$ cat src/rtl/core/bierb_pkg.sv
package bierb_pkg;

  // defaults for the top-level parameters
  localparam int unsigned StoreBytesDef = 4096;
  localparam int unsigned GapSlackDef   = 8;

  // fixed field widths
  localparam int unsigned OpW    = 3;
  localparam int unsigned ByteW  = 8;
  localparam int unsigned LenW   = 13;
  localparam int unsigned ElemW  = 4;
  localparam int unsigned DataW  = 64;
  localparam int unsigned PAddrW = 3;
  localparam int unsigned PDataW = 32;

  localparam logic [ElemW-1:0] ElemBytesRst = 4'd8;
  localparam logic [LenW-1:0]  MaxBlockRst  = 13'd1024;
  localparam logic [ElemW-1:0] ElemBytesMax = 4'd8;

  // register select, taken from paddr[2]
  localparam logic RegElemBytes = 1'b0;
  localparam logic RegMaxBlock  = 1'b1;

  typedef enum logic [OpW-1:0] {
    OP_BEGIN = 3'd0,
    OP_WRITE = 3'd1,
    OP_END   = 3'd2,
    OP_READ  = 3'd3,
    OP_FILL  = 3'd4
  } op_e;

  typedef enum logic [1:0] {
    ERR_NONE       = 2'd0,
    ERR_OVERFLOW   = 2'd1,
    ERR_FILL_STATE = 2'd2,
    ERR_EMPTY      = 2'd3
  } err_e;

  typedef struct packed {
    logic [DataW-1:0] data;
    logic             valid;
    logic [ElemW-1:0] count;
    logic             empty;
    err_e             err;
  } result_t;

  typedef struct packed {
    logic accept;
    logic rd_step;
    logic load_fill;
    logic fill_step;
    logic mv_step;
    logic finish;
  } cmd_t;

  typedef struct packed {
    logic go_read;
    logic go_fill;
    logic go_move;
    logic last;
  } status_t;

endpackage

$ cat src/rtl/core/bierb_outq.sv
module bierb_outq (
  input  logic               clk_i,
  input  logic               rst_ni,
  input  logic               push_i,
  input  bierb_pkg::result_t push_data_i,
  output logic               room_o,
  output logic               out_valid_o,
  input  logic               out_ready_i,
  output bierb_pkg::result_t head_o
);
  import bierb_pkg::*;

  result_t    ent0_q, ent1_q;
  logic [1:0] cnt_q, cnt_d;
  logic       pop;

  assign pop         = out_valid_o && out_ready_i;
  assign out_valid_o = (cnt_q != 2'd0);
  assign room_o      = (cnt_q != 2'd2);
  assign head_o      = ent0_q;
  assign cnt_d       = cnt_q + 2'(push_i) - 2'(pop);

  always_ff @(posedge clk_i or negedge rst_ni) begin
    if (!rst_ni) cnt_q <= 2'd0;
    else         cnt_q <= cnt_d;
  end

  always_ff @(posedge clk_i) begin
    if (pop && cnt_q == 2'd2) begin
      ent0_q <= ent1_q;
      if (push_i) ent1_q <= push_data_i;
    end else if (pop) begin
      if (push_i) ent0_q <= push_data_i;
    end else if (push_i) begin
      if (cnt_q == 2'd0) ent0_q <= push_data_i;
      else               ent1_q <= push_data_i;
    end
  end

endmodule

$ cat config.mk
export PLATFORM = sky130hd
export DESIGN_NAME = bierb_outq
export DESIGN_NICKNAME = d
export VERILOG_FILES = /design/src/rtl/core/bierb_pkg.sv /design/src/rtl/core/bierb_outq.sv
export SDC_FILE = /design/constraint.sdc
export NUM_CORES = 1
export LEC_CHECK = 0
export BUFFER_PORTS_ARGS = -buffer_cell sky130_fd_sc_hd__buf_2
export CORE_MARGIN = 2
export CORE_UTILIZATION = 37
export DETAILED_ROUTE_END_ITERATION = 8
export HOLD_SLACK_MARGIN = 0.08
export PLACE_DENSITY = 0.55
export SYNTH_ARGS = -nofsm -noshare
export SYNTH_HDL_FRONTEND = slang
export SYNTH_SLANG_ARGS = --single-unit
$ cat constraint.sdc
create_clock -name clk_i -period 3.6 [get_ports clk_i]
set_clock_uncertainty 0.2 [all_clocks]
set_input_delay 0.36 -clock clk_i [delete_from_list [all_inputs] [get_ports clk_i]]
set_output_delay 0.36 -clock clk_i [all_outputs]
set_load 0.1 [all_outputs]
==> results of run 1 <==
routing by layer:
metal  GRT usage [%]  up-vias
li1                -     1419
met1           15.62     1401
met2           21.14       92
met3           4.466        9
met4           5.430        0
met5               0        -
cells by family (layout without fill, tap and decap cells):
| kind of cell | Yosys count | in the layout | share of synthesized area, % |
|---|---|---|---|
| DFF | 146 | 146 | 76.78 |
| muxes | 72 | 72 | 18.78 |
| buffers and inverters | 10 | 257 | 2.789 |
| and+or+nand+nor | 6 | 6 | 0.5933 |
| adders and majority gates | 2 | 2 | 0.4392 |
| AOI/OAI and AO/OA | 2 | 2 | 0.3075 |
| xor gates and xnor gates | 2 | 2 | 0.3075 |
stage by stage:
stage | cell area (µm²) | hold slack [ns] | worst slack, ns | utilization [%]
2_1_floorplan | 5697 | -0.1356 | 0.2612 | -
6_report | 7854 | 0.3441 | 1.364 | 51.85
4_1_cts | 7854 | 0.3467 | 1.331 | 51.85
3_3_place_gp | 6558 | -0.05545 | 1.396 | 43.30
3_5_place_dp | 6558 | -0.05125 | 1.347 | 43.30
5_1_grt | 7854 | 0.3526 | 1.211 | 51.85
what timing repair did:
| item | 4_1_cts | 5_1_grt |
|---|---|---|
| hold buffers | 75 | 0 |
| endpoints found under the hold margin | 147 | 0 |
| setup buffers | 0 | 0 |
where the power goes:
part           total [mW]  switching [mW]  internal, mW
registers            2.54           0.111          2.43
clock network        1.64           0.642         0.999
logic                2.69            2.12         0.569
total                6.87            2.88          4.00
layout make-up:
| type | count | area (µm²) | area share, % |
|---|---|---|---|
| tap | 188 | 235.2 | 2.995 |
| sequential | 146 | 4374 | 55.70 |
| clock inverter | 13 | 120.1 | 1.529 |
| clock buffer | 17 | 425.4 | 5.417 |
| inverter | 2 | 7.507 | 0.09559 |
| timing repair buffer | 225 | 1516 | 19.31 |
| multi-input combinational | 84 | 1175 | 14.96 |
cell usage in the layout (no fill, tap or decap):
master / synthesis / routed
sky130_fd_sc_hd__clkinv_2: 0 / 8
sky130_fd_sc_hd__mux2_4: 69 / 69
sky130_fd_sc_hd__clkbuf_16: 0 / 17
sky130_fd_sc_hd__inv_1: 2 / 2
sky130_fd_sc_hd__a21bo_4: 0 / 1
sky130_fd_sc_hd__buf_12: 7 / 1
sky130_fd_sc_hd__ha_1: 2 / 2
sky130_fd_sc_hd__or2_2: 1 / 1
sky130_fd_sc_hd__clkinv_1: 0 / 1
sky130_fd_sc_hd__nand3b_1: 1 / 1
sky130_fd_sc_hd__o21bai_1: 1 / 1
sky130_fd_sc_hd__edfxtp_1: 144 / 144
sky130_fd_sc_hd__and2_1: 1 / 1
sky130_fd_sc_hd__and3_4: 0 / 1
sky130_fd_sc_hd__clkinvlp_4: 0 / 1
sky130_fd_sc_hd__dfrtp_1: 2 / 2
sky130_fd_sc_hd__buf_2: 0 / 149
sky130_fd_sc_hd__dlygate4sd3_1: 0 / 75
sky130_fd_sc_hd__nand2_1: 2 / 2
sky130_fd_sc_hd__mux2_2: 3 / 3
sky130_fd_sc_hd__bufinv_16: 0 / 2
sky130_fd_sc_hd__xnor2_1: 2 / 2
sky130_fd_sc_hd__inv_6: 0 / 1
sequential cells by signal, summed over array words and instances (netlist names):
signal  flops
ent1_q     72
head_o     72
cnt_q       2
worst max-delay path by stage:
| stage | startpoint | to |
|---|---|---|
| floorplan | cnt_q[1] | ent1_q[0] |
| global placement | cnt_q[0] | head_o[2] |
| detailed placement | cnt_q[0] | head_o[56] |
| CTS | cnt_q[0] | head_o[54] |
| global route | cnt_q[0] | head_o[5] |
| finish | cnt_q[0] | head_o[37] |
==> results.txt, run 1 <==
----------------------------------------------------
[Final layout]
  Fraction of layout cells with a size suffix above 1 ... 52.16%
  Total number of nets in the final design ... 554
  Fillcell total ... 1242
  Synth-to-Final Area Change ... 37.87%
  Post-route non-filler standard cell count ... 675
  Inserted Diodes ... 0

[Power]
  Power Density ... 875.2 nW/µm²
  Overall power ... 6.874 mW
  Static Leakage ... 3.289 nW
  Largest vdd supply drop ... 872.3 µV

[Logic synthesis]
  Post-synth EDFFs ... 144
  Top_reg_cell synth ... sky130_fd_sc_hd__edfxtp_1
  Cell types occupying the most area after synthesis ... sky130_fd_sc_hd__edfxtp_1, sky130_fd_sc_hd__mux2_4, sky130_fd_sc_hd__buf_12, sky130_fd_sc_hd__dfrtp_1, sky130_fd_sc_hd__mux2_2
  Largest area contributor in the synthesized netlist ... sky130_fd_sc_hd__edfxtp_1
  Top cells by count, synth ... sky130_fd_sc_hd__edfxtp_1, sky130_fd_sc_hd__mux2_4, sky130_fd_sc_hd__buf_12
  Area fraction of the dominant cell type after synthesis ... 75.91%
  Post-synthesis net count ... 318
  Post-synthesis async set-or-reset flop share ... 1.370%
  Number of distinct standard cells referenced by the synthesized netlist ... 16
  Sequential fraction of the synthesis area ... 76.78%
  Cell with the most instances after synthesis ... sky130_fd_sc_hd__edfxtp_1
  Syn Inst Count ... 240
  Synthesized area divided by synthesized cell count ... 23.74 µm²
  Combined area of all synthesized cells ... 5697 µm²
  Synthesis-stage register bit count ... 146
  Synth warn ... 0

[Run]
  Reported max-cap violation count ... 0

[Critical path]
  Critical-path maximum fanout ... 72
  Reg2Reg Setup Slack ... 1.36 ns
  Reg2reg path depth ... 2
  Critical path's largest stage delay ... 0.90 ns
  Critical path capture point type ... flop
  Reg2Reg Launch Point ... cnt_q[0]
  Critical path launch point type ... flop
  Buffers & Inverters on Critical Path ... 0
  CP cell instances ... nand3b_1 > a21bo_4
  Top cell family by delay on the critical path ... compound AO/OA/AOI/OAI gates
  FF-to-FF End ... head_o[37]
  WP depth ... 2
  Data arrival time of the critical path ... 2.06 ns
  CP Data Required Time ... 3.43 ns
  Kind of critical path ... flop to flop
  Cell with the largest stage delay on the worst path ... sky130_fd_sc_hd__a21bo_4

[Floorplan]
  Count of standard-cell rows ... 45
  Core Area ... 15150 µm²
  Die Footprint ... 16400 µm²
  Floorplan die width ... 128.1 µm
  Y dimension of the die ... 128.1 µm
  Starting Density ... 37.61%
  Top-level I/O count ... 150

[Timing]
  Final Hold Fails ... 0
  Setup repair after global routing missed its margin ... false
  Max frequency ... 0.4472 GHz
  Final critical-path required period ... 2.236 ns
  Setup TNS ... 0 ns
  Slew at the pin closest to its max-slew limit ... 1.111 ns
  Final critical-path share of the clock period ... 62.11%
  Final number of max-transition violations ... 0
  Total setup violations reported at the end of the flow ... 0
  Headroom to the max-slew limit ... 25.93%

[Clocking]
  Htree depth ... 4
  Clock slew at the register clock pins of the worst setup and hold paths ... 0.06 ns
  Number of clock buffers inserted by TritonCTS ... 17
  Number of clock sinks ... 146
  CTS root buf ... sky130_fd_sc_hd__clkbuf_16
  Skew-Pair Late Insertion Delay ... 0.41 ns
  Clock tree from TritonCTS ... yes
  Post-cts repair resize count ... 0
  Max clock buf depth ... 2

[Routing]
  Post-Route M1 WL ... 4600 µm
  Met3 routed WL ... 508 µm
  Top routing layer used ... met4
  Routed length per placed instance ... 15.01 µm
  Number of vias after detailed routing ... 2921
  Number of design rule violations left after detail routing ... 0
  Iteration-0 DRC count of the detailed router ... 178
  Detail-routed via count per cell ... 4.327
  Final ANT Viol Nets ... 0
  Met2 layer wire length in the routed design ... 4901 µm
  Router iterations before antenna repair ... 4
  Detailed Route WL ... 10130 µm

[Placed design]
  Hpwl dp ... 5991 µm
  Cell Count Post-Placement ... 570
  Placer Congestion ... 0.6755
  Total of buffers placed on input and output ports ... 149

[Hold path]
  Hold Path Cell Cnt ... 1
  Critical hold path startpoint ... ent1_q[21]
  Worst hold path type ... flop to flop
  Endpoint with the worst hold slack ... head_o[21]

[Global routing]
  Via count of the first global-routing pass ... 3145
  Global-route congestion overflow total ... 0
  Wire length of the first global-routing pass ... 15770 µm
  Overall track demand over capacity in global routing ... 12.91%
  Initial antenna violation count ... 0
  Largest net degree at the start of global routing ... 73

[Status]
  Status ... completed

----------------------------------------------------
(Power assumes the default switching activity.)
==> run 2: changes to the inputs <==
--- a/config.mk
+++ b/config.mk
@@ -5,12 +5,13 @@
 export SDC_FILE = /design/constraint.sdc
 export NUM_CORES = 1
 export LEC_CHECK = 0
+export ABC_AREA = 1
 export BUFFER_PORTS_ARGS = -buffer_cell sky130_fd_sc_hd__buf_2
 export CORE_MARGIN = 2
 export CORE_UTILIZATION = 37
 export DETAILED_ROUTE_END_ITERATION = 8
 export HOLD_SLACK_MARGIN = 0.08
-export PLACE_DENSITY = 0.55
+export PLACE_DENSITY = 0.58
 export SYNTH_ARGS = -nofsm -noshare
 export SYNTH_HDL_FRONTEND = slang
 export SYNTH_SLANG_ARGS = --single-unit
==> constraint.sdc (replaced) <==
create_clock -name clk_i -period 1.9 [get_ports clk_i]
set_clock_uncertainty 0.2 [all_clocks]
set_input_delay 0.19 -clock clk_i [delete_from_list [all_inputs] [get_ports clk_i]]
set_output_delay 0.19 -clock clk_i [all_outputs]
set_load 0.1 [all_outputs]
==> run 2 against run 1 <==
Sequential share of layout area down 1.9 points. Via count up 36%. Power up 110%. Synthesized area down 1.5%. Clock power up 130%. Routed wire length up 29%. Register-to-register slack worse by 1.3 ns. Global-route usage up 3.9 points. Sequential power up 93%. Largest power group unchanged. Highest routed layer unchanged.
==> results.txt, run 2 <==
----------------------------------------------------
[Clocking]
  Number of clock buffers inserted by TritonCTS ... 17 (unchanged)
  Clock tree from TritonCTS ... yes (unchanged)
  CTS root buf ... sky130_fd_sc_hd__clkbuf_16 (unchanged)
  Clock slew at the register clock pins of the worst setup and hold paths ... 0.06 ns (about the same)
  Htree depth ... 4 (unchanged)
  Number of clock sinks ... 146 (unchanged)
  Skew-Pair Late Insertion Delay ... 0.42 ns (was 0.41 ns)
  Max clock buf depth ... 2 (unchanged)

[Routing]
  Iteration-0 DRC count of the detailed router ... 268 (was 178)
  Detailed Route WL ... 13050 µm (was 10130 µm)
  Detail-routed via count per cell ... 4.683 (was 4.327)
  Number of design rule violations left after detail routing ... 0 (unchanged)
  Final ANT Viol Nets ... 0 (unchanged)
  Number of vias after detailed routing ... 3962 (was 2921)
  Router iterations before antenna repair ... 4 (unchanged)
  Routed length per placed instance ... 15.43 µm (was 15.01 µm)

[Timing]
  Max frequency ... 0.5423 GHz
  Headroom to the max-slew limit ... 66.09% (was 25.93%)
  Slew at the pin closest to its max-slew limit ... 0.5122 ns (was 1.111 ns)
  Final Hold Fails ... 0 (unchanged)
  Final critical-path share of the clock period ... 97.06%
  Final number of max-transition violations ... 0 (unchanged)
  Total setup violations reported at the end of the flow ... 0 (unchanged)
  Final critical-path required period ... 1.844 ns
  Final worst-path setup slack ... 0.05587 ns (was 1.364 ns)

[Logic synthesis]
  Top_reg_cell synth ... sky130_fd_sc_hd__edfxtp_1 (unchanged)
  Top cells by count, synth ... sky130_fd_sc_hd__nand2_1, sky130_fd_sc_hd__edfxtp_1, sky130_fd_sc_hd__nand3_1 (was sky130_fd_sc_hd__edfxtp_1, sky130_fd_sc_hd__mux2_4, sky130_fd_sc_hd__buf_12)
  Cell with the most instances after synthesis ... sky130_fd_sc_hd__nand2_1 (was sky130_fd_sc_hd__edfxtp_1)
  Synthesized area divided by synthesized cell count ... 13.69 µm² (was 23.74 µm²)
  Synth warn ... 0 (unchanged)
  Cell types occupying the most area after synthesis ... sky130_fd_sc_hd__edfxtp_1, sky130_fd_sc_hd__nand2_1, sky130_fd_sc_hd__nand3_1, sky130_fd_sc_hd__nand3_2, sky130_fd_sc_hd__buf_2 (was sky130_fd_sc_hd__edfxtp_1, sky130_fd_sc_hd__mux2_4, sky130_fd_sc_hd__buf_12, sky130_fd_sc_hd__dfrtp_1, sky130_fd_sc_hd__mux2_2)
  Area fraction of the dominant cell type after synthesis ... 77.06% (was 75.91%)
  Number of distinct standard cells referenced by the synthesized netlist ... 16 (unchanged)
  Synthesis-stage register bit count ... 146 (unchanged)
  Sequential fraction of the synthesis area ... 77.95% (was 76.78%)
  Largest area contributor in the synthesized netlist ... sky130_fd_sc_hd__edfxtp_1 (unchanged)
  Combined area of all synthesized cells ... 5612 µm² (was 5697 µm²)
  Post-synthesis net count ... 488 (was 318)
  Post-synthesis async set-or-reset flop share ... 1.370% (unchanged)
  Syn Inst Count ... 410 (was 240)
  Post-synth EDFFs ... 144 (unchanged)

[Critical path]
  CP cell instances ... inv_2 > nor2_4 > buf_12 > inv_1 > buf_12 (was nand3b_1 > a21bo_4)
  Critical path launch point type ... flop (unchanged)
  Critical-path maximum fanout ... 4 (was 72)
  Most Frequent Cell on Critical Path ... sky130_fd_sc_hd__buf_12
  CP Data Required Time ... 1.51 ns (was 3.43 ns)
  Data arrival time of the critical path ... 1.45 ns (was 2.06 ns)
  Buffers & Inverters on Critical Path ... 4 (was 0)
  Critical path's largest stage delay ... 0.44 ns (was 0.90 ns)
  Critical path capture point type ... output pin (was flop)
  Top cell family by delay on the critical path ... flip-flops (was compound AO/OA/AOI/OAI gates)
  Cell with the largest stage delay on the worst path ... sky130_fd_sc_hd__dfrtp_2 (was sky130_fd_sc_hd__a21bo_4)
  Kind of critical path ... flop to output pin (was flop to flop)

[Final layout]
  Footprint of the multi-input gates ... 1086 µm² (was 1175 µm²)
  Inserted Diodes ... 0 (unchanged)
  Fillcell total ... 1276 (was 1242)
  Commonest non-fill, non-tap cell in the layout ... sky130_fd_sc_hd__nand2_1 (was sky130_fd_sc_hd__buf_2)
  Fraction of layout cells with a size suffix above 1 ... 31.61% (was 52.16%)
  Area used by sequential logic in the layout ... 4375 µm² (was 4374 µm²)
  Synth-to-Final Area Change ... 44.88% (was 37.87%)
  Total number of nets in the final design ... 723 (was 554)
  Top library cells by usage in the layout, fill and taps aside ... sky130_fd_sc_hd__nand2_1, sky130_fd_sc_hd__buf_2, sky130_fd_sc_hd__edfxtp_1, sky130_fd_sc_hd__dlygate4sd3_1, sky130_fd_sc_hd__nand3_1 (was sky130_fd_sc_hd__buf_2, sky130_fd_sc_hd__edfxtp_1, sky130_fd_sc_hd__dlygate4sd3_1, sky130_fd_sc_hd__mux2_4, sky130_fd_sc_hd__clkbuf_16)
  Layout Utilization ... 54.08% (was 51.85%)

[Power]
  Overall power ... 14.55 mW (was 6.874 mW)
  Power Density ... 1789 nW/µm² (was 875.2 nW/µm²)
  Static Leakage ... 3.430 nW (was 3.289 nW)
  Largest vdd supply drop ... 1156 µV (was 872.3 µV)

[Global routing]
  Initial antenna violation count ... 0 (unchanged)
  Largest net degree at the start of global routing ... 48 (was 73)
  Via count of the first global-routing pass ... 3939 (was 3145)
  Overall track demand over capacity in global routing ... 16.79% (was 12.91%)
  Wire length of the first global-routing pass ... 20320 µm (was 15770 µm)
  Global-route congestion overflow total ... 0 (unchanged)

[Status]
  Status ... completed (unchanged)

[Floorplan]
  Die Footprint ... 16170 µm² (was 16400 µm²)
  Y dimension of the die ... 127.2 µm (was 128.1 µm)
  Starting Density ... 37.33% (was 37.61%)
  Floorplan die width ... 127.2 µm (was 128.1 µm)
  Count of standard-cell rows ... 45 (unchanged)
  Top-level I/O count ... 150 (unchanged)
  Core Area ... 15030 µm² (was 15150 µm²)

[Placed design]
  Total of buffers placed on input and output ports ... 149 (unchanged)
  Setup WS pre-CTS ... 0.1215 ns (was 1.347 ns)
  Placer Congestion ... 0.7650 (was 0.6755)
  Hpwl dp ... 7364 µm (was 5991 µm)

[Run]
  Reported max-cap violation count ... 0 (unchanged)

[Hold path]
  Worst hold path type ... primary input to flop (was flop to flop)

----------------------------------------------------
-- run 2: per-layer routing --
metal  vias to the layer above  wire length (µm)  GRT usage (%)
met3                        24               793          4.690
met5                         -                 0              0
met4                         0               310          7.369
met1                      1867              5840          22.02
met2                       157              6107          26.31
li1                       1914                 -              -
-- run 2: worst reg2reg max path, stage by stage, from the launching register on --
cell                      delay [ns]
sky130_fd_sc_hd__dfrtp_2        0.44
sky130_fd_sc_hd__inv_2          0.07
sky130_fd_sc_hd__nor2_4         0.17
sky130_fd_sc_hd__buf_12         0.13
sky130_fd_sc_hd__nor2_4         0.03
sky130_fd_sc_hd__nor2_4         0.16
sky130_fd_sc_hd__buf_12         0.27
-- run 2: path summary, 6_finish.rpt --
check | start | end | slack, ns | cells after the start
setup / recovery | cnt_q[1] | room_o | 0.06 | 5
hold / removal | out_ready_i | head_o[4] | 0.24 | 4
setup reg to reg | cnt_q[1] | head_o[69] | 0.06 | 6
hold reg to reg | ent1_q[49] | head_o[49] | 0.33 | 2
max in group asynchronous | rst_ni | cnt_q[1] | 0.93 | 3
min in group asynchronous | rst_ni | cnt_q[0] | 0.43 | 3
-- run 2: cell type report --
cell class | instances | area share [%]
clock buffers | 21 | 5.417
clock inverters | 11 | 2.570
inverters | 8 | 0.3693
flip-flops and latches | 146 | 53.82
multi-input cells | 233 | 13.36
repair buffers | 239 | 21.58
well taps | 188 | 2.893
-- run 2: logic make-up (layout without fill, tap and decap cells) --
group           Yosys count  after routing  share of synthesized area (%)
flops                   146            146                          77.95
compound gates            1              1                        0.08910
fa+ha+maj                 2              2                         0.4459
buf+inv                  31            279                          3.456
simple gates            230            230                          18.06
-- run 2: power breakdown --
group          switching [mW]  internal (mW)  total, mW  leakage, nW
clock network            1.26           2.45       3.71        0.310
registers               0.249           4.65       4.89         1.39
logic                    4.82           1.13       5.94         1.72
-- run 2: per-stage QoR --
| stage | TNS, ns | instance area [µm²] | cells | hold WS [ns] |
|---|---|---|---|---|
| finish | 0 | 8130 | 846 | 0.2378 |
| global route | -0.09339 | 8130 | 846 | 0.2524 |
| CTS | 0 | 8098 | 844 | 0.2204 |
| detailed placement | 0 | 6621 | 734 | -0.2153 |
| global placement | 0 | 6621 | 734 | -0.2223 |
| floorplan | -67.88 | 5637 | 410 | -0.3056 |
-- run 2: repair_timing --
item,4_1_cts,5_1_grt
buffers inserted,1,2
cloned,2,0
gates resized for setup,2,1
endpoints found under the hold margin,148,0
setup endpoints to repair,2,2
hold buffers,75,0
pin swaps,1,1
