==> src/rtl/core/bierb_pkg.sv <==
package bierb_pkg;

  // defaults for the top-level parameters
  localparam int unsigned StoreBytesDef = 4096;
  localparam int unsigned GapSlackDef   = 8;

  // fixed field widths
  localparam int unsigned OpW    = 3;
  localparam int unsigned ByteW  = 8;
  localparam int unsigned LenW   = 13;
  localparam int unsigned ElemW  = 4;
  localparam int unsigned DataW  = 64;
  localparam int unsigned PAddrW = 3;
  localparam int unsigned PDataW = 32;

  localparam logic [ElemW-1:0] ElemBytesRst = 4'd8;
  localparam logic [LenW-1:0]  MaxBlockRst  = 13'd1024;
  localparam logic [ElemW-1:0] ElemBytesMax = 4'd8;

  // register select, taken from paddr[2]
  localparam logic RegElemBytes = 1'b0;
  localparam logic RegMaxBlock  = 1'b1;

  typedef enum logic [OpW-1:0] {
    OP_BEGIN = 3'd0,
    OP_WRITE = 3'd1,
    OP_END   = 3'd2,
    OP_READ  = 3'd3,
    OP_FILL  = 3'd4
  } op_e;

  typedef enum logic [1:0] {
    ERR_NONE       = 2'd0,
    ERR_OVERFLOW   = 2'd1,
    ERR_FILL_STATE = 2'd2,
    ERR_EMPTY      = 2'd3
  } err_e;

  typedef struct packed {
    logic [DataW-1:0] data;
    logic             valid;
    logic [ElemW-1:0] count;
    logic             empty;
    err_e             err;
  } result_t;

  typedef struct packed {
    logic accept;
    logic rd_step;
    logic load_fill;
    logic fill_step;
    logic mv_step;
    logic finish;
  } cmd_t;

  typedef struct packed {
    logic go_read;
    logic go_fill;
    logic go_move;
    logic last;
  } status_t;

endpackage

==> src/rtl/core/bierb_ctrl.sv <==
module bierb_ctrl (
  input  logic               clk_i,
  input  logic               rst_ni,
  input  logic               in_valid_i,
  input  logic               room_i,
  input  bierb_pkg::status_t status_i,
  output logic               in_ready_o,
  output bierb_pkg::cmd_t    cmd_o
);
  import bierb_pkg::*;

  typedef enum logic [6:0] {
    ST_IDLE     = 7'b0000001,
    ST_RD_ISSUE = 7'b0000010,
    ST_RD_WAIT  = 7'b0000100,
    ST_FILL_WR  = 7'b0001000,
    ST_MV_RD    = 7'b0010000,
    ST_MV_WR    = 7'b0100000,
    ST_DONE     = 7'b1000000
  } state_e;

  state_e state_q, state_d;
  logic   fill_q, fill_d;
  logic   accept;

  assign in_ready_o = (state_q == ST_IDLE) && room_i;
  assign accept     = in_ready_o && in_valid_i;
  assign fill_d     = accept ? status_i.go_fill : fill_q;

  always_comb begin
    state_d = state_q;
    unique case (state_q)
      ST_IDLE: begin
        if (accept) begin
          if (status_i.go_read || status_i.go_fill) state_d = ST_RD_ISSUE;
          else if (status_i.go_move)                state_d = ST_MV_RD;
        end
      end
      ST_RD_ISSUE: state_d = ST_RD_WAIT;
      ST_RD_WAIT: begin
        if (status_i.last) state_d = fill_q ? ST_FILL_WR : ST_DONE;
        else               state_d = ST_RD_ISSUE;
      end
      ST_FILL_WR: begin
        if (status_i.last) state_d = ST_DONE;
      end
      ST_MV_RD: state_d = ST_MV_WR;
      ST_MV_WR: begin
        state_d = status_i.last ? ST_DONE : ST_MV_RD;
      end
      ST_DONE: state_d = ST_IDLE;
      default: state_d = ST_IDLE;
    endcase
  end

  always_ff @(posedge clk_i or negedge rst_ni) begin
    if (!rst_ni) begin
      state_q <= ST_IDLE;
      fill_q  <= 1'b0;
    end else begin
      state_q <= state_d;
      fill_q  <= fill_d;
    end
  end

  always_comb begin
    cmd_o.accept    = accept;
    cmd_o.rd_step   = (state_q == ST_RD_WAIT);
    cmd_o.load_fill = (state_q == ST_RD_WAIT) && status_i.last && fill_q;
    cmd_o.fill_step = (state_q == ST_FILL_WR);
    cmd_o.mv_step   = (state_q == ST_MV_WR);
    cmd_o.finish    = (state_q == ST_DONE);
  end

endmodule

==> config.mk <==
export PLATFORM = sky130hd
export DESIGN_NAME = bierb_ctrl
export DESIGN_NICKNAME = d
export VERILOG_FILES = /design/src/rtl/core/bierb_pkg.sv /design/src/rtl/core/bierb_ctrl.sv
export SDC_FILE = /design/constraint.sdc
export NUM_CORES = 1
export LEC_CHECK = 0
export ABC_AREA = 0
export CORE_AREA = 10 10 47 49
export CTS_BUF_LIST = sky130_fd_sc_hd__clkbuf_8
export CTS_CLUSTER_DIAMETER = 50
export DETAILED_ROUTE_END_ITERATION = 8
export DIE_AREA = 0 0 57 59
export DONT_BUFFER_PORTS = 1
export SLEW_MARGIN = 30
export SYNTH_ARGS = -nofsm -noshare
export SYNTH_HDL_FRONTEND = slang
export SYNTH_SLANG_ARGS = --single-unit
==> constraint.sdc <==
create_clock -name clk_i -period 2.3 [get_ports clk_i]
set_clock_uncertainty 0.1 [all_clocks]
set_input_delay 0.115 -clock clk_i [delete_from_list [all_inputs] [get_ports clk_i]]
set_output_delay 0.115 -clock clk_i [all_outputs]
set_load 0.01 [all_outputs]
==> results of run 1 <==
-- worst min-delay path by stage --
stage                     start                     end  slack, ps  cells past startpoint
floorplan                rst_ni      fill_q$_DFFE_PN0P_       -280                      0
global placement         rst_ni  state_q[4]$_DFFE_PN0P_       -280                      0
detailed placement       rst_ni  state_q[4]$_DFFE_PN0P_       -280                      0
CTS                 status_i[0]  state_q[4]$_DFFE_PN0P_          7                      3
global route        status_i[0]  state_q[4]$_DFFE_PN0P_         40                      3
finish              status_i[0]  state_q[4]$_DFFE_PN0P_         10                      3
-- flip-flops by register name, indices dropped and copies added (netlist names) --
| register | count |
|---|---|
| state_q | 7 |
| fill_q | 1 |
-- timing repair --
action                                 in CTS  in global routing
endpoints found under the hold margin      12                  0
setup buffers                               0                  0
hold buffers                                3                  0
-- power breakdown --
group | leakage, nW | switching (mW) | internal [mW] | total, mW
registers | 0.105 | 0.0737 | 0.183 | 0.257
clock network | 0.0269 | 0.0701 | 0.117 | 0.187
logic | 0.130 | 0.166 | 0.124 | 0.290
total | 0.262 | 0.309 | 0.424 | 0.733
-- layout make-up --
type	count	area, um2
timing repair buffer	3	30.0
sequential	8	201
clock buffer	3	41.3
inverter	1	3.75
multi-input combinational	45	350
clock inverter	1	3.75
fill	139	751
tap	16	20.0
-- cells by family (layout without fill, tap and decap cells) --
family                 after synthesis  in the layout  synth area share [%]
flip-flops                           8              8                  35.3
AND/OR/NAND/NOR                     34             34                  44.7
AO/OA/AOI/OAI                        9              9                  13.2
XOR/XNOR                             1              1                  1.54
multiplexers                         1              1                  1.97
buffers and inverters                3              8                  3.29
-- layer usage --
layer  global-route usage (%)  vias up  wire (um)
li1                         -      219          -
met1                     9.31      225        576
met2                     12.7       13        644
met3                     4.29        3         98
met4                     5.03        0         27
met5                        0        -          0
-- worst max-delay path, delay by kind of cell (launching register included) --
kind	cells	cell delay [ps]
flops	1	460
simple gates	3	750
-- Yosys cell counts (all sizes together) --
master   n  area, um2
dfrtp    7        175
nor3b    4       30.0
xor2     1       8.76
nor3     8       51.3
nor4b    2       32.5
nand3b   1       20.0
nand2    5       21.3
o311a    1       10.0
nor4     2       18.8
nand3    1       5.00
nor2     6       45.0
nor2b    1       6.26
buf      2       15.0
inv      1       3.75
dfstp    1       26.3
mux2     1       11.3
or3      1       6.26
a221oi   1       8.76
o41ai    1       8.76
nand2b   3       18.8
a21oi    2       13.8
o22a     1       8.76
o2111ai  2       17.5
o21bai   1       7.51
-- through the flow --
stage	util, %	instances	hold WS, ps
6_report	46.4	77	14.8
5_1_grt	46.4	77	37.8
4_1_cts	46.4	77	7.30
3_5_place_dp	41.1	70	-280
3_3_place_gp	41.1	70	-280
2_1_floorplan	-	56	-281
==> impl_metrics.env, run 1 <==
export IMPL_outcome="completed"
export IMPL_numCtsBuffers=3
export IMPL_post_synth_cell_area_avg_um2=10.2
export IMPL_vdd_drop_max_uv=419
export IMPL_timing_final_crit_share_pct=72.9
export IMPL_port_buffer_count=0
export IMPL_first_global_vias=453
export IMPL_clock_tree_buffer_depth=2
export IMPL_syn_to_final_growth_pct=14.0
export IMPL_grt_setup_unrepaired="false"
export IMPL_worst_path_largest_cell_delay_ps=460
export IMPL_regToRegEndpoint="fill_q$_DFFE_PN0P_"
export IMPL_syn_cell_area_um2=571
export IMPL_timing_reg2reg_setup_slack_ps=630
export IMPL_htree_levels=1
export IMPL_post_route_cell_area_um2=651
export IMPL_cp_data_required_time_ps=2090
export IMPL_yosysSeqAreaShare_pct=35.3
export IMPL_cp_end_kind="output port"
export IMPL_clockRootBuffer="sky130_fd_sc_hd__clkbuf_8"
export IMPL_syn_inst=56
export IMPL_powerDensity_nw_per_um2=1130
export IMPL_worst_relative_slew_slack_pct=72.3
export IMPL_count_of_tritonroute_iterations_in_the_first_routing_pass=4
export IMPL_static_leakage_power_nw=0.262
export IMPL_instance_area_at_placement_um2=576
export IMPL_grt_start_max_net_pins=11
export IMPL_clock_tree_from_tritoncts="done"
export IMPL_max_clock_freq_ghz=0.596
export IMPL_ys_types=30
export IMPL_drt_wirelength_per_cell_um=17.5
export IMPL_final_hold_violation_count=0
export IMPL_grt_antenna_before_repair=0
export IMPL_min_period_ps=1680
export IMPL_power_mw=0.733
export IMPL_arrival_ps=1460
export IMPL_post_route_worst_setup_slack_ps=623
export IMPL_crit_path_start="state_q[5]$_DFFE_PN0P_"
export IMPL_timing_final_setup_violations=0
export IMPL_worst_r2r_cell_count=4
export IMPL_dieArea_um2=3360
export IMPL_final_max_slew_violation_count=0
export IMPL_drtAntennaViolNets=0
export IMPL_grt_usage_pct=8.44
export IMPL_post_route_setup_tns_ps=0
export IMPL_source_to_sink_clock_delay_at_the_later_pin_of_the_worst_skew_pair_ps=240
export IMPL_drcViolationCount=0
export IMPL_core_region_area_um2=1400
export IMPL_clk_transition_reported_paths_ps=50
export IMPL_drt_initial_drc_count=14
export IMPL_grt_overflow_total=0
export IMPL_crit_path_start_kind="flop"
export IMPL_critical_path_cell_chain="nor3_1, nand2_1, nor3b_1"
export IMPL_global_placement_routability_congestion=0.725
export IMPL_ctsResizeCount=0
export IMPL_hpwlAfterDp_mm=1.02
export IMPL_post_drt_via_cell_ratio=5.97
export IMPL_fp_dieW_um=57
export IMPL_wire_length_of_the_first_global_routing_pass_mm=2.21
export IMPL_timing_critical_path_slowest_stage_cell="sky130_fd_sc_hd__dfrtp_1"
export IMPL_post_place_worst_slack_ps=627
export IMPL_ys_warn_count=0
export IMPL_worst_setup_path_type="flop to output port"
export IMPL_rows=14
export IMPL_drive_above_1_share_pct=21.3
export IMPL_synth_nets=64
export IMPL_cp_max_fo=7
export IMPL_vias=460
export IMPL_ioPinCount=15
export IMPL_die_height_um=59
export IMPL_antenna_cell_count=0
export IMPL_max_slew_worst_pin_slew_ps=415
export IMPL_hold_class="input port to flop"
export IMPL_crit_path_end="cmd_o[0]"
export IMPL_post_synthesis_sequential_element_count=8
export IMPL_worstReg2RegStart="state_q[4]$_DFFE_PN0P_"
export IMPL_maxCapViolations=0
export IMPL_postRouteWirelength_mm=1.35
export IMPL_starting_density_of_the_core_pct=40.7
export IMPL_clock_sink_count=8
export IMPL_final_net_count=70
export IMPL_layout_common_cells="sky130_fd_sc_hd__nor3_1, sky130_fd_sc_hd__dfrtp_1, sky130_fd_sc_hd__nand2_1, sky130_fd_sc_hd__nor3b_1"
Power figures use the tool's default switching activity.
==> run 2, diff against run 1 <==
--- a/config.mk
+++ b/config.mk
@@ -5,7 +5,7 @@
 export SDC_FILE = /design/constraint.sdc
 export NUM_CORES = 1
 export LEC_CHECK = 0
-export ABC_AREA = 0
+export ABC_AREA = 1
 export CORE_AREA = 10 10 47 49
 export CTS_BUF_LIST = sky130_fd_sc_hd__clkbuf_8
 export CTS_CLUSTER_DIAMETER = 50
==> constraint.sdc (replaced) <==
create_clock -name clk_i -period 1.6 [get_ports clk_i]
set_clock_uncertainty 0.1 [all_clocks]
set_input_delay 0.08 -clock clk_i [delete_from_list [all_inputs] [get_ports clk_i]]
set_output_delay 0.08 -clock clk_i [all_outputs]
set_load 0.01 [all_outputs]
==> impl_metrics.env, run 2 <==
export IMPL_final_max_slew_violation_count=0
export IMPL_grt_setup_unrepaired="false"
export IMPL_grt_usage_pct=7.89
export IMPL_top_register="state_q"
export IMPL_final_net_count=100
export IMPL_n_fill_cell=131
export IMPL_combPwrFrac_pct=46.2
export IMPL_post_synthesis_sequential_element_count=8
export IMPL_cp_max_fo=7
export IMPL_rows=14
export IMPL_synth_top_cell_area_share_pct=29.9
export IMPL_net_switching_power_mw=0.439
export IMPL_synth_enable_flop_cells=0
export IMPL_grtUsageMet3_pct=4.08
export IMPL_drcViolationCount=0
export IMPL_post_synth_most_frequent_cells="sky130_fd_sc_hd__nand2_1, sky130_fd_sc_hd__nor2_1, sky130_fd_sc_hd__inv_1"
export IMPL_syn_inst=81
export IMPL_arrival_ps=1310
export IMPL_htree_levels=1
export IMPL_grt_util_met2_pct=13.3
export IMPL_powerDensity_nw_per_um2=1460
export IMPL_die_height_um=59
export IMPL_yosysSeqAreaShare_pct=34.4
export IMPL_ys_async_sr_fraction_pct=100
export IMPL_clock_sink_count=8
export IMPL_ys_types=19
export IMPL_drtAntennaViolNets=0
export IMPL_regToRegEndpoint="state_q[6]$_DFFE_PN0P_"
export IMPL_post_synth_cell_area_avg_um2=7.23
export IMPL_largest_area_contributor_in_the_netlist="sky130_fd_sc_hd__dfrtp_1"
export IMPL_ys_warn_count=0
export IMPL_worstReg2RegStart="state_q[0]$_DFFE_PN1P_"
export IMPL_cts_post_setup_buffers_inserted=0
export IMPL_biggestRegsByFlops="state_q (7), fill_q (1)"
export IMPL_final_seq_area_um2=201
export IMPL_fp_dieW_um=57
export IMPL_power_share_sequential_pct=29.4
export IMPL_starting_density_of_the_core_pct=41.8
export IMPL_static_leakage_power_nw=0.357
export IMPL_timing_critical_path_slowest_stage_cell="sky130_fd_sc_hd__dfstp_2"
export IMPL_timing_reg2reg_setup_slack_ps=240
export IMPL_worst_setup_path_type="flop to output port"
export IMPL_multi_input_comb_area_um2=308
export IMPL_min_period_ps=1490
export IMPL_numCtsBuffers=3
export IMPL_syn_cell_area_um2=586
export IMPL_ioPinCount=15
export IMPL_clockRootBuffer="sky130_fd_sc_hd__clkbuf_8"
export IMPL_clock_tree_buffer_depth=2
export IMPL_wire_length_of_the_first_global_routing_pass_mm=2.09
export IMPL_vias=486
export IMPL_grt_use_met1_pct=7.42
export IMPL_postRouteWirelength_mm=1.21
export IMPL_clk_transition_reported_paths_ps=40
export IMPL_first_global_vias=476
export IMPL_cp_top_family="flip-flops"
export IMPL_crit_buf_inv=2
export IMPL_worst_path_largest_cell_delay_ps=530
export IMPL_dieArea_um2=3360
export IMPL_count_of_tritonroute_iterations_in_the_first_routing_pass=4
export IMPL_grt_start_max_net_pins=9
export IMPL_yosys_top_cells_area="sky130_fd_sc_hd__dfrtp_1, sky130_fd_sc_hd__nand2_1, sky130_fd_sc_hd__nor2_1"
export IMPL_port_buffer_count=0
export IMPL_cp_data_required_time_ps=1420
export IMPL_cp_depth=6
export IMPL_critical_path_cell_chain="inv_2, nor2_2, nand2_2, nor2_8, nand3_2, clkinv_2"
export IMPL_drive_above_1_share_pct=33.0
export IMPL_layout_common_cells="sky130_fd_sc_hd__nand2_1, sky130_fd_sc_hd__nor2_1, sky130_fd_sc_hd__inv_1"
export IMPL_timing_final_crit_share_pct=93.1
export IMPL_post_drt_via_cell_ratio=4.54
export IMPL_clock_tree_from_tritoncts="done"
export IMPL_vdd_drop_max_uv=735
export IMPL_syn_to_final_growth_pct=21.4
export IMPL_hold_class="input port to flop"
export IMPL_timing_final_setup_violations=0
export IMPL_clock_power_share_pct=24.4
export IMPL_crit_path_start="state_q[0]$_DFFE_PN1P_"
export IMPL_core_region_area_um2=1400
export IMPL_global_route_peak_usage_layer="met2"
export IMPL_yosys_most_used_dff="sky130_fd_sc_hd__dfrtp_1"
export IMPL_post_route_setup_tns_ps=0
export IMPL_crit_path_end="cmd_o[5]"
export IMPL_max_clock_freq_ghz=0.671
export IMPL_power_mw=1.04
export IMPL_grt_antenna_before_repair=0
export IMPL_grt_overflow_total=0
export IMPL_drt_wirelength_per_cell_um=11.3
export IMPL_maxCapViolations=0
export IMPL_drt_initial_drc_count=8
export IMPL_final_hold_violation_count=0
export IMPL_cp_end_kind="output port"
export IMPL_synth_nets=89
export IMPL_worst_r2r_cell_count=7
export IMPL_source_to_sink_clock_delay_at_the_later_pin_of_the_worst_skew_pair_ps=230
export IMPL_netSwitchingFraction_pct=42.2
export IMPL_antenna_cell_count=0
export IMPL_max_slew_worst_pin_slew_ps=364
export IMPL_outcome="completed"
export IMPL_crit_path_start_kind="flop"
export IMPL_global_placement_routability_congestion=0.785
export IMPL_largest_register_ffs=7
export IMPL_hpwlAfterDp_um=985
export IMPL_worst_relative_slew_slack_pct=75.5
export IMPL_p_int_mw=0.601
run 2: layout make-up:
cell class / count / area share, %
clock buffers: 3 / 5.81
inverters: 18 / 9.68
multi-input cells: 54 / 43.3
clock inverters: 1 / 0.528
well taps: 16 / 2.82
repair buffers: 7 / 9.51
flip-flops and latches: 8 / 28.3
run 2: per-stage QoR:
stage | cell area (um2) | cells | hold slack (ps) | setup slack (ps) | utilization, %
finish | 711 | 107 | 16.7 | 110 | 50.7
global route | 711 | 107 | 43.0 | 18.9 | 50.7
CTS | 711 | 107 | 18.8 | 92.9 | 50.7
detailed placement | 606 | 97 | -315 | 236 | 43.2
global placement | 606 | 97 | -315 | 247 | 43.2
floorplan | 586 | 81 | -316 | 295 | -
run 2: worst register-to-register path: stages, from the launching register on:
cell	delay [ps]
sky130_fd_sc_hd__dfstp_2	530
sky130_fd_sc_hd__inv_2	40
sky130_fd_sc_hd__nor2_2	80
sky130_fd_sc_hd__nand2_2	90
sky130_fd_sc_hd__nor2_8	150
sky130_fd_sc_hd__nand3_1	110
sky130_fd_sc_hd__nand3_2	100
sky130_fd_sc_hd__nor2_1	50
run 2: layer usage:
layer	up-vias	part of all wire (%)
met5	-	0
met4	0	2.8
met3	4	7.5
met2	11	46
met1	206	44
li1	265	-
run 2: power groups by stage:
stage                     Sequential [mW]  Clock, mW  Combinational, mW
after floorplan                     0.299          0              0.422
after global placement              0.308          0              0.471
after detailed placement            0.308          0              0.470
after CTS                           0.305      0.262              0.490
after global routing                0.310      0.269              0.547
final                               0.306      0.254              0.480
run 2: worst min path at each step:
stage | slack (ps) | cells past startpoint | end | start
floorplan | -320 | 0 | fill_q$_DFFE_PN0P_ | rst_ni
global placement | -320 | 0 | state_q[3]$_DFFE_PN0P_ | rst_ni
detailed placement | -320 | 0 | state_q[3]$_DFFE_PN0P_ | rst_ni
CTS | 20 | 4 | state_q[1]$_DFFE_PN0P_ | in_valid_i
global route | 40 | 3 | state_q[3]$_DFFE_PN0P_ | status_i[0]
finish | 20 | 4 | state_q[1]$_DFFE_PN0P_ | in_valid_i
run 2: cells by family (layout without fill, tap and decap cells):
family / count (synthesis) / count (layout) / share of synthesized area, %
DFF: 8 / 8 / 34.4
buffers and inverters: 19 / 29 / 13.0
AOI/OAI and AO/OA: 3 / 3 / 3.85
and+or+nand+nor: 51 / 51 / 48.7
run 2: timing repair:
item	CTS	global route
endpoints found under the hold margin	12	0
endpoints found under the setup margin	0	0
resized for setup	0	0
hold buffers	6	0
==> run 3, diff against run 2 <==
--- a/config.mk
+++ b/config.mk
@@ -12,6 +12,7 @@
 export DETAILED_ROUTE_END_ITERATION = 8
 export DIE_AREA = 0 0 57 59
 export DONT_BUFFER_PORTS = 1
+export SETUP_SLACK_MARGIN = 0.5
 export SLEW_MARGIN = 30
 export SYNTH_ARGS = -nofsm -noshare
 export SYNTH_HDL_FRONTEND = slang
==> impl_metrics.env, run 3 (synthesis results as in run 2) <==
export IMPL_outcome="finished, violations left"
export IMPL_violations="hold timing"
export IMPL_post_place_worst_slack_ps=243
export IMPL_crit_path_start_kind="flop"
export IMPL_postRouteWirelength_mm=1.51
export IMPL_timing_final_crit_share_pct=91.1
export IMPL_arrival_ps=1280
export IMPL_maxCapViolations=0
export IMPL_drtAntennaViolNets=0
export IMPL_port_buffer_count=0
export IMPL_cp_data_required_time_ps=1420
export IMPL_dieArea_um2=3360
export IMPL_numCtsBuffers=3
export IMPL_layout_commonest_cell="sky130_fd_sc_hd__nor2_1"
export IMPL_die_height_um=59
export IMPL_timing_final_setup_violations=0
export IMPL_drcViolationCount=0
export IMPL_post_drt_via_cell_ratio=4.70
export IMPL_cp_end_kind="output port"
export IMPL_hpwlAfterDp_mm=1.05
export IMPL_ioPinCount=15
export IMPL_first_global_vias=526
export IMPL_drive_above_1_share_pct=50.0
export IMPL_powerDensity_nw_per_um2=1530
export IMPL_final_net_count=109
export IMPL_vdd_drop_max_uv=813
export IMPL_source_to_sink_clock_delay_at_the_later_pin_of_the_worst_skew_pair_ps=230
export IMPL_rows=14
export IMPL_grt_setup_unrepaired="true"
export IMPL_vias=545
export IMPL_grt_antenna_before_repair=0
export IMPL_grt_usage_pct=9.16
export IMPL_static_leakage_power_nw=0.413
export IMPL_layout_common_cells="sky130_fd_sc_hd__nor2_1, sky130_fd_sc_hd__inv_1, sky130_fd_sc_hd__nand2_1, sky130_fd_sc_hd__buf_4"
export IMPL_biggestRegsByFlops="state_q (7), fill_q (1)"
export IMPL_clk_transition_reported_paths_ps=50
export IMPL_post_layout_nonfiller_instances=116
export IMPL_wire_length_of_the_first_global_routing_pass_mm=2.46
export IMPL_clock_tree_buffer_depth=2
export IMPL_instance_area_at_placement_um2=613
export IMPL_fp_dieW_um=57
export IMPL_place_detailed_instances=97
export IMPL_max_clock_freq_ghz=0.686
export IMPL_final_max_slew_violation_count=0
export IMPL_drt_wirelength_per_cell_um=13.0
export IMPL_worst_relative_slew_slack_pct=73.3
export IMPL_top_register="state_q"
export IMPL_cp_max_fo=4
export IMPL_grt_start_max_net_pins=9
export IMPL_post_route_worst_setup_slack_ps=143
export IMPL_largest_register_ffs=7
export IMPL_final_hold_violation_count=1
export IMPL_post_route_setup_tns_ps=0
export IMPL_worst_setup_path_type="flop to output port"
export IMPL_global_placement_routability_congestion=0.718
export IMPL_post_route_cell_area_um2=863
export IMPL_drt_initial_drc_count=2
export IMPL_core_region_area_um2=1400
export IMPL_grt_overflow_total=0
export IMPL_min_period_ps=1460
export IMPL_starting_density_of_the_core_pct=41.8
export IMPL_worst_slack_on_hold_paths_ps=-0.464
export IMPL_clock_tree_from_tritoncts="done"
export IMPL_max_slew_worst_pin_slew_ps=399
export IMPL_clockRootBuffer="sky130_fd_sc_hd__clkbuf_8"
export IMPL_htree_levels=1
export IMPL_count_of_tritonroute_iterations_in_the_first_routing_pass=4
export IMPL_syn_to_final_growth_pct=47.4
export IMPL_antenna_cell_count=0
export IMPL_clock_sink_count=8
export IMPL_hold_class="input port to flop"
==> run 3: changes by cell type in the layout (fill, tap and decap cells not counted), moves of 2 or more <==
cell                      before  now
sky130_fd_sc_hd__nor2_4        2    7
sky130_fd_sc_hd__nand2_1      13   10
sky130_fd_sc_hd__buf_4         1   10
sky130_fd_sc_hd__nor2_1       13   11
sky130_fd_sc_hd__nor2_2        4    1
sky130_fd_sc_hd__inv_4         0    2
sky130_fd_sc_hd__nand2_4       0    3
==> run 3: area by class of cell <==
| cell class | instances | area [um2] |
|---|---|---|
| clock inverters | 1 | 3.75 |
| clock buffers | 3 | 41.3 |
| inverters | 18 | 73.8 |
| fillers | 128 | 538 |
| well taps | 16 | 20.0 |
| multi-input cells | 54 | 387 |
| repair buffers | 16 | 136 |
| flip-flops and latches | 8 | 201 |
==> run 3: critical path, stage by stage, from the launching register on <==
cell and delay [ps]:
sky130_fd_sc_hd__dfstp_2 540, sky130_fd_sc_hd__inv_2 60, sky130_fd_sc_hd__nor2_4 90, sky130_fd_sc_hd__nand2_4 80
sky130_fd_sc_hd__nor2_8 120, sky130_fd_sc_hd__nand3_2 90, sky130_fd_sc_hd__clkinv_2 80
==> run 3: final timing paths <==
| kind | from | end | slack (ps) | cells past startpoint |
|---|---|---|---|---|
| max in group asynchronous | rst_ni | state_q[0]$_DFFE_PN1P_ | 960 | 1 |
| worst max-delay path | state_q[0]$_DFFE_PN1P_ | cmd_o[5] | 140 | 6 |
| worst min register to register | fill_q$_DFFE_PN0P_ | fill_q$_DFFE_PN0P_ | 440 | 2 |
| worst min-delay path | status_i[0] | state_q[3]$_DFFE_PN0P_ | -0.5 | 3 |
| min in group asynchronous | rst_ni | state_q[4]$_DFFE_PN0P_ | 120 | 1 |
| worst max register to register | state_q[0]$_DFFE_PN1P_ | state_q[1]$_DFFE_PN0P_ | 170 | 9 |
==> run 3: what timing repair did <==
action                                 CTS  global route
setup endpoints to repair               13            15
pin swaps                                4             8
buffers inserted                         7             3
hold buffers                             5             0
gates resized for setup                 11            10
endpoints found under the hold margin   10             0
==> run 3: power by group <==
group	switching [mW]	total, mW	internal [mW]
clock	0.0767	0.243	0.166
combinational	0.438	0.763	0.325
sequential	0.0547	0.314	0.260
==> run 3: per-stage QoR <==
step | utilization [%] | power [mW] | hold slack, ps
finish | 61.6 | 1.32 | -0.464
global route | 61.6 | 1.41 | 11.0
CTS | 57.2 | 1.23 | 26.5
detailed placement | 43.8 | 0.791 | -315
global placement | 43.8 | 0.786 | -315
floorplan | - | 0.731 | -316
==> run 3: metal layers <==
layer  track usage (%)  vias up  share of wire [%]
met5                 0        -                  0
met4              7.72        0                4.0
met3              1.72        4                4.3
met2              15.0       13                 49
met1              9.98      247                 43
li1                  -      281                  -
